$ cat src/credential_table_engine_macros.svh
// Assertion macros for the credential table engine.
`ifndef CREDENTIAL_TABLE_ENGINE_MACROS_SVH
`define CREDENTIAL_TABLE_ENGINE_MACROS_SVH

`ifndef SYNTHESIS

`define CTE_ASSERT_SAME(lbl, ante, cons, msg) \
	lbl: assert property (@(posedge clk) disable iff (!arst_n) (ante) |-> (cons)) \
		else $error(msg);

`define CTE_ASSERT_NEXT(lbl, ante, cons, msg) \
	lbl: assert property (@(posedge clk) disable iff (!arst_n) (ante) |=> (cons)) \
		else $error(msg);

`else

`define CTE_ASSERT_SAME(lbl, ante, cons, msg)

`define CTE_ASSERT_NEXT(lbl, ante, cons, msg)

`endif

`endif

$ cat src/cte_pkg.sv
package cte_pkg;

	localparam int unsigned NAME_LOW_W  = 64;
	localparam int unsigned NAME_HIGH_W = 48;
	localparam int unsigned NAME_W      = NAME_LOW_W + NAME_HIGH_W;
	localparam int unsigned NAME_BYTES  = NAME_W / 8;
	localparam int unsigned PASS_W      = 16;
	localparam int unsigned CMD_W       = 2;
	localparam int unsigned STATUS_W    = 3;
	localparam int unsigned USER_IDX_W  = 6;
	localparam int unsigned ENTRY_W     = NAME_W + PASS_W;

	localparam int unsigned DEF_SLOT_COUNT = 8;

	localparam logic [CMD_W-1:0] CMD_SEARCH = 2'd0;
	localparam logic [CMD_W-1:0] CMD_ADD    = 2'd1;
	localparam logic [CMD_W-1:0] CMD_DELETE = 2'd2;

	typedef enum logic [STATUS_W-1:0] {
		ST_FOUND       = 3'd0,
		ST_WRONG_PASS  = 3'd1,
		ST_NOT_FOUND   = 3'd2,
		ST_ADDED       = 3'd3,
		ST_NO_SPACE    = 3'd4,
		ST_DELETED     = 3'd5,
		ST_NOT_DELETED = 3'd6
	} status_t;

	// zero every byte after the first zero byte
	function automatic logic [NAME_W-1:0] canon_name(
		input logic [NAME_LOW_W-1:0]  lo,
		input logic [NAME_HIGH_W-1:0] hi
	);
		logic [NAME_W-1:0] raw;
		logic [NAME_W-1:0] res;
		logic              alive;
		raw   = {hi, lo};
		res   = '0;
		alive = 1'b1;
		for (int b = 0; b < NAME_BYTES; b++) begin
			if (alive) begin
				res[b*8 +: 8] = raw[b*8 +: 8];
			end
			if (raw[b*8 +: 8] == 8'd0) begin
				alive = 1'b0;
			end
		end
		return res;
	endfunction

endpackage

$ cat src/credential_table_engine.sv
// Credential table engine: a table of SLOT_COUNT user slots (name key and
// password), searched, filled and freed by request words.
// Input channel (in_valid/in_ready): command, name_low, name_high, password.
// The name must be zero padded; bytes after the first zero byte are ignored.
// Output channel (out_valid/out_ready): status and user_index, one word for
// every request word, in order.
// A request is taken only while the engine is idle. It then scans the slot
// store one slot per cycle through a single read port and one key compare,
// stopping at the first valid match. After the scan the result is
// registered (WB) and then loaded into the output register; an unused
// command skips the scan. Adds and deletes update the table as it ends.
// A new request is taken only after the last result has been loaded.
// The result sits in an output register; the next request may be accepted
// while it waits. If the receiver stalls and a second result is ready, the
// engine holds that result and accepts nothing until the register frees up.
// Reset frees every slot at once through the valid flags; no clearing pass.
`include "credential_table_engine_macros.svh"

module credential_table_engine #(
	parameter int unsigned SLOT_COUNT = cte_pkg::DEF_SLOT_COUNT
) (
	input  logic                               clk,
	input  logic                               arst_n,
	input  logic                               in_valid,
	output logic                               in_ready,
	input  logic [cte_pkg::CMD_W-1:0]          command,
	input  logic [cte_pkg::NAME_LOW_W-1:0]     name_low,
	input  logic [cte_pkg::NAME_HIGH_W-1:0]    name_high,
	input  logic [cte_pkg::PASS_W-1:0]         password,
	output logic                               out_valid,
	input  logic                               out_ready,
	output logic [cte_pkg::STATUS_W-1:0]       status,
	output logic [cte_pkg::USER_IDX_W-1:0]     user_index
);

	import cte_pkg::*;

	localparam int unsigned IDX_W = (SLOT_COUNT > 1) ? $clog2(SLOT_COUNT) : 1;
	localparam int unsigned CNT_W = $clog2(SLOT_COUNT + 1);
	localparam logic [IDX_W-1:0] LAST_IDX = IDX_W'(SLOT_COUNT - 1);
	localparam logic [CNT_W-1:0] END_CNT  = CNT_W'(SLOT_COUNT);

	typedef enum logic [1:0] {IDLE, SCAN, WB} state_t;

	state_t              state_q;
	logic [CMD_W-1:0]    cmd_q;
	logic [NAME_W-1:0]   name_q;
	logic [PASS_W-1:0]   pass_q;
	logic [CNT_W-1:0]    scan_q;
	logic [IDX_W-1:0]    cmp_idx_q;
	logic                cmp_pend_q;
	logic                free_found_q;
	logic [IDX_W-1:0]    free_idx_q;
	logic [SLOT_COUNT-1:0] valid_q;
	status_t             res_status_q;
	logic [IDX_W-1:0]    res_idx_q;
	logic                out_valid_q;
	status_t             out_status_q;
	logic [IDX_W-1:0]    out_idx_q;

	logic                ram_we;
	logic [IDX_W-1:0]    ram_waddr;
	logic [ENTRY_W-1:0]  ram_wdata;
	logic [ENTRY_W-1:0]  ram_rdata;

	logic                issue;
	logic                hit;
	logic                pass_ok;
	logic                slot_free;
	logic                last_cmp;
	logic                scan_done;
	logic                clr_valid;
	logic [IDX_W-1:0]    free_now;
	logic                free_avail;
	status_t             done_status;
	logic [IDX_W-1:0]    done_idx;
	logic                out_load;

	cte_ram #(
		.WIDTH (ENTRY_W),
		.DEPTH (SLOT_COUNT),
		.AW    (IDX_W)
	) u_store (
		.clk   (clk),
		.we    (ram_we),
		.waddr (ram_waddr),
		.wdata (ram_wdata),
		.raddr (scan_q[IDX_W-1:0]),
		.rdata (ram_rdata)
	);

	assign in_ready   = (state_q == IDLE);
	assign out_valid  = out_valid_q;
	assign status     = out_status_q;
	assign user_index = USER_IDX_W'(out_idx_q);
	assign out_load   = (state_q == WB) && (!out_valid_q || out_ready);

	always_comb begin
		issue      = (state_q == SCAN) && (scan_q != END_CNT);
		slot_free  = !valid_q[cmp_idx_q];
		hit        = cmp_pend_q && !slot_free && (ram_rdata[NAME_W-1:0] == name_q);
		pass_ok    = (ram_rdata[ENTRY_W-1:NAME_W] == pass_q);
		last_cmp   = cmp_pend_q && (cmp_idx_q == LAST_IDX);
		scan_done  = (state_q == SCAN) && (hit || last_cmp);
		free_avail = free_found_q || (cmp_pend_q && slot_free);
		free_now   = free_found_q ? free_idx_q : cmp_idx_q;
		ram_we     = 1'b0;
		ram_waddr  = free_now;
		ram_wdata  = {pass_q, name_q};
		clr_valid  = 1'b0;
		done_status = ST_NOT_FOUND;
		done_idx    = '0;
		unique case (cmd_q)
			CMD_SEARCH: begin
				if (hit) begin
					done_status = pass_ok ? ST_FOUND : ST_WRONG_PASS;
					done_idx    = pass_ok ? cmp_idx_q : '0;
				end
			end
			CMD_ADD: begin
				done_status = ST_NO_SPACE;
				if (!hit && free_avail) begin
					done_status = ST_ADDED;
					done_idx    = free_now;
					ram_we      = scan_done;
				end
			end
			CMD_DELETE: begin
				done_status = ST_NOT_DELETED;
				if (hit && pass_ok) begin
					done_status = ST_DELETED;
					done_idx    = cmp_idx_q;
					clr_valid   = scan_done;
				end
			end
			default: begin
				done_status = ST_NOT_FOUND;
			end
		endcase
	end

	always_ff @(posedge clk or negedge arst_n) begin
		if (!arst_n) begin
			state_q      <= IDLE;
			cmp_pend_q   <= 1'b0;
			free_found_q <= 1'b0;
			valid_q      <= '0;
			out_valid_q  <= 1'b0;
			scan_q       <= '0;
		end else begin
			if (out_valid_q && out_ready && !out_load) begin
				out_valid_q <= 1'b0;
			end
			unique case (state_q)
				IDLE: begin
					if (in_valid) begin
						cmd_q        <= command;
						name_q       <= canon_name(name_low, name_high);
						pass_q       <= password;
						scan_q       <= '0;
						cmp_pend_q   <= 1'b0;
						free_found_q <= 1'b0;
						if (command == CMD_SEARCH || command == CMD_ADD ||
						    command == CMD_DELETE) begin
							state_q <= SCAN;
						end else begin
							res_status_q <= ST_NOT_FOUND;
							res_idx_q    <= '0;
							state_q      <= WB;
						end
					end
				end
				SCAN: begin
					if (scan_done) begin
						res_status_q <= done_status;
						res_idx_q    <= done_idx;
						cmp_pend_q   <= 1'b0;
						state_q      <= WB;
						if (ram_we) begin
							valid_q[ram_waddr] <= 1'b1;
						end
						if (clr_valid) begin
							valid_q[cmp_idx_q] <= 1'b0;
						end
					end else begin
						cmp_pend_q <= issue;
						cmp_idx_q  <= scan_q[IDX_W-1:0];
						if (issue) begin
							scan_q <= scan_q + CNT_W'(1);
						end
						if (cmp_pend_q && slot_free && !free_found_q) begin
							free_found_q <= 1'b1;
							free_idx_q   <= cmp_idx_q;
						end
					end
				end
				WB: begin
					if (out_load) begin
						out_valid_q  <= 1'b1;
						out_status_q <= res_status_q;
						out_idx_q    <= res_idx_q;
						state_q      <= IDLE;
					end
				end
				default: begin
					state_q <= IDLE;
				end
			endcase
		end
	end

	`CTE_ASSERT_NEXT(a_busy_after_accept, in_valid && in_ready, !in_ready, "accepted while busy")
	`CTE_ASSERT_SAME(a_pend_in_scan, cmp_pend_q, state_q == SCAN, "compare pending outside scan")
	`CTE_ASSERT_SAME(a_added_valid, out_load && res_status_q == ST_ADDED, valid_q[res_idx_q], "added slot not valid")
	`CTE_ASSERT_SAME(a_deleted_free, out_load && res_status_q == ST_DELETED, !valid_q[res_idx_q], "deleted slot still valid")
	`CTE_ASSERT_NEXT(a_out_hold, out_valid_q && !out_ready, out_valid_q && $stable(out_status_q), "result dropped")

endmodule

$ cat src/cte_ram.sv
module cte_ram #(
	parameter int unsigned WIDTH = 8,
	parameter int unsigned DEPTH = 8,
	parameter int unsigned AW    = (DEPTH > 1) ? $clog2(DEPTH) : 1
) (
	input  logic             clk,
	input  logic             we,
	input  logic [AW-1:0]    waddr,
	input  logic [WIDTH-1:0] wdata,
	input  logic [AW-1:0]    raddr,
	output logic [WIDTH-1:0] rdata
);

	logic [WIDTH-1:0] mem [DEPTH];

	always_ff @(posedge clk) begin
		if (we) begin
			mem[waddr] <= wdata;
		end
		rdata <= mem[raddr];
	end

endmodule
$ cat config.mk
export PLATFORM = sky130hd
export DESIGN_NAME = credential_table_engine
export DESIGN_NICKNAME = d
export VERILOG_FILES = /design/src/cte_pkg.sv /design/src/credential_table_engine.sv /design/src/cte_ram.sv
export VERILOG_INCLUDE_DIRS = /design/src /design/src/src
export SDC_FILE = /design/constraint.sdc
export NUM_CORES = 1
export LEC_CHECK = 0
export BUFFER_PORTS_ARGS = -buffer_cell sky130_fd_sc_hd__buf_4
export CAP_MARGIN = 20
export CORE_ASPECT_RATIO = 0.9
export CORE_MARGIN = 4
export CORE_UTILIZATION = 31
export DETAILED_ROUTE_END_ITERATION = 8
export SETUP_SLACK_MARGIN = 0.4
export SYNTH_ARGS = -nofsm -noshare
export SYNTH_HDL_FRONTEND = slang
export SYNTH_SLANG_ARGS = --single-unit
$ cat constraint.sdc
create_clock -name clk -period 12.75 [get_ports clk]
set_input_delay 0.6375 -clock clk [delete_from_list [all_inputs] [get_ports clk]]
set_output_delay 0.6375 -clock clk [all_outputs]
set_load 0.03 [all_outputs]
==> reports/metrics.cfg <==
[power_and_ir_drop]
seqPwrFrac_pct = 47.8
switchingPower_w = 0.00292
pwr-share-clk_pct = 35.6
total_power_w = 0.0112
power.density_nw_per_um2 = 194
p_int_w = 0.00830
p_leak_nw = 18.1
ir_worst_vdd_uv = 133
swShare_pct = 26.0
p_comb_share_pct = 16.7

[clocking]
postCtsHoldBufs = 1
cts_buffer_depth = 3
worstSkewPairLatency_ns = 0.76
numCtsBuffers = 133
cts_tree = yes
cts.sinks = 1317
cts_root_buf = clkbuf_16
cts_resized = 0
cts_max_level = 4
path_clk_slew_ns = 0.06
cts_setup_buffers = 0

[detailed_routing]
wl_per_cell_um = 23.6
wl_um = 113000
drcViolationCount = 0
dr.pass1.iters = 5
vias = 23268
drtAntennaViolNets = 0
drtIter0Drc = 1961
vias_per_cell = 4.86

[worst_setup_path]
r2r_slack_ns = 7.00
cp.required_ns = 13.10
critPathArrivalTime_ns = 6.10
cp-endpoint = u_store.mem[0][17]
worst_r2r_endpoint = u_store.mem[0][17]
path_max_fanout = 54
critPathLaunch = cmp_idx_q[0]
ff2ff_path_depth = 9
critPathKind = reg -> reg
end_kind = flip-flop
worstSetupStartpointType = flip-flop
rr_startpoint = cmp_idx_q[0]

[worst_hold_path]
holdCritPathClass = in -> reg

[sta]
finalHoldViolCount = 0
slew_headroom_pct = 27.6
tightest_slew_ns = 1.09
period_needed_ns = 5.75
slew_viol_final = 0
clock.fmax_mhz = 174
setup_viol = 0
grt_setup_unrepaired = false
worst_clock_skew_ns = 0.0352
fin_crit_sh_pct = 45.1
fin_tns_setup_ns = 0

[floorplan]
rows = 138
die_y_um = 387
core_um2 = 158000
pin_count = 145
die-area_um2 = 166000
initial_core_util_pct = 31.3
die_w_um = 429

[global_route]
grt_pass1_vias = 23896
grt_max_degree = 135
antenna_found_initial = 6
grt_usage_pct = 13.5
grt_pass1_wl_um = 166000
gr-total-overflow = 0

[logic_synthesis]
synthesis.area_um2 = 49500
async_flop_share_pct = 1.29
synth-seq-cells = 1317
syn_area_per_cell_um2 = 21.0
synthCells = 2360
synth.most_common_cell = edfxtp_1
synth_commonest_cells = edfxtp_1 (1172), mux4_2 (258), dfxtp_1 (128), mux2_2 (128), and2_1 (73)
yosysSeqAreaShare_pct = 77.2
yosysTopAreaCell = edfxtp_1
synth_edf_count = 1172
yosys.cell_types.count = 62
synthTopCellsByArea = edfxtp_1 (71%), mux4_2 (12%), dfxtp_1 (5.2%)
yosysWarnings = 0
synth_top_area_share_pct = 71.2
synth-main-ff-cell = edfxtp_1

[placed_design]
dpl.hpwl_um = 66600
routabilityCongestion = 0.846
port_buffers = 141

[final_layout]
nNetsFinal = 2714
fillCellCount = 14387
multi_input_area_um2 = 10900
syn_to_final_growth_pct = 16.7
regArea_um2 = 38200
layout-drive-gt1-share_pct = 29.4

[run_status]
status = finished clean

[run]
maxCapViolCount = 0

-- cells in the final DEF (no fill, tap or decap), types with 4 or more instances in the layout --
| cell type | count |
|---|---|
| edfxtp_1 | 1172 |
| mux4_2 | 258 |
| buf_4 | 165 |
| clkbuf_16 | 136 |
| mux2_2 | 128 |
| dfxtp_1 | 128 |
| and2_1 | 73 |
| xor2_1 | 65 |
| nor4_1 | 54 |
| nor2b_1 | 43 |
| and3_1 | 40 |
| clkbuf_1 | 34 |
| inv_1 | 30 |
| nand2b_1 | 30 |
| nand2_1 | 29 |
| nand4_1 | 27 |
| xnor2_1 | 25 |
| clkinv_2 | 24 |
| nor2_1 | 19 |
| a21oi_1 | 16 |
| or4_1 | 15 |
| bufinv_16 | 15 |
| dfrtp_1 | 14 |
| nor3_1 | 12 |
| a31oi_1 | 10 |
| clkinvlp_4 | 10 |
| nor2_4 | 9 |
| o2111ai_1 | 6 |
| clkinv_1 | 6 |
| buf_12 | 6 |
| clkinv_8 | 5 |
| clkbuf_8 | 5 |
| o22ai_1 | 4 |
| o21ai_0 | 4 |
| clkinv_4 | 4 |
-- routing by layer --
metal  global-route usage, %  share of wire, %
met1                    18.6                44
met2                    21.5                48
met3                    2.72               5.4
met4                    4.51               2.9
met5                       0             0.021
-- kinds of logic (layout without fill, tap and decap cells) --
family | count (synthesis) | after routing | synth area share, %
simple gates | 374 | 374 | 4.55
buf+inv | 123 | 451 | 0.979
fa+ha+maj | 2 | 2 | 0.0506
xor+xnor | 90 | 90 | 1.59
compound gates | 67 | 67 | 0.959
mux | 386 | 386 | 14.7
other cells | 1 | 5 | 0.00758
flops | 1317 | 1317 | 77.2
-- stage by stage --
step | hold slack [ns] | util [%] | cells | setup slack, ns | cell area [µm²]
after floorplan | 0.342 | - | 2362 | 4.79 | 49500
after global placement | 0.409 | 33.6 | 4539 | 6.84 | 53100
after detailed placement | 0.414 | 33.6 | 4540 | 6.84 | 53100
after CTS | 0.000989 | 36.5 | 4788 | 6.80 | 57700
after global routing | 0.0141 | 36.5 | 4790 | 6.72 | 57700
final | 0.0688 | 36.5 | 4792 | 7.00 | 57700
-- worst min-delay path by stage --
| stage | startpoint | endpoint | slack (ns) | depth (start not counted) |
|---|---|---|---|---|
| floorplan | arst_n | cmp_pend_q | 0.34 | 0 |
| global placement | res_idx_q[2] | out_idx_q[2] | 0.41 | 0 |
| detailed placement | res_status_q[1] | status[1] | 0.41 | 0 |
| CTS | password[10] | pass_q[10] | 0.001 | 1 |
| global route | password[10] | pass_q[10] | 0.01 | 1 |
| finish | password[14] | pass_q[14] | 0.07 | 1 |
-- worst max-delay path, cell delays in order (launching register included) --
cell,delay [ns]
edfxtp_1,0.61
mux4_2,0.58
nand2_1,0.10
and2_1,0.40
nor4_2,0.12
and4_1,0.40
or2_1,0.44
nor2_4,0.85
buf_4,0.81
buf_4,0.85
-- sequential cells by signal, indices dropped and copies added (netlist names), 3 cells and up --
register,flops
out_idx_q,3
u_store.rdata,128
scan_q,4
free_idx_q,3
res_idx_q,3
name_q,112
u_store.mem,1024
valid_q,8
res_status_q,3
cmp_idx_q,3
pass_q,16
status,3
-- power groups by stage --
stage / Combinational, W / Clock (W) / Sequential (W)
after floorplan: 0.00140 / 0 / 0.00528
after global placement: 0.00190 / 0 / 0.00544
after detailed placement: 0.00190 / 0 / 0.00544
after CTS: 0.00191 / 0.00408 / 0.00536
after global routing: 0.00202 / 0.00427 / 0.00540
final: 0.00187 / 0.00399 / 0.00536
-- layout make-up --
type,instances,share of cell area [%]
well taps,2100,4.55
diodes,2,0.00867
repair buffers,173,2.38
inverters,31,0.202
multi-input cells,922,18.8
clock inverters,72,1.62
clock buffers,175,6.24
flip-flops and latches,1317,66.2
No activity file was read; power rests on OpenSTA's default activity.
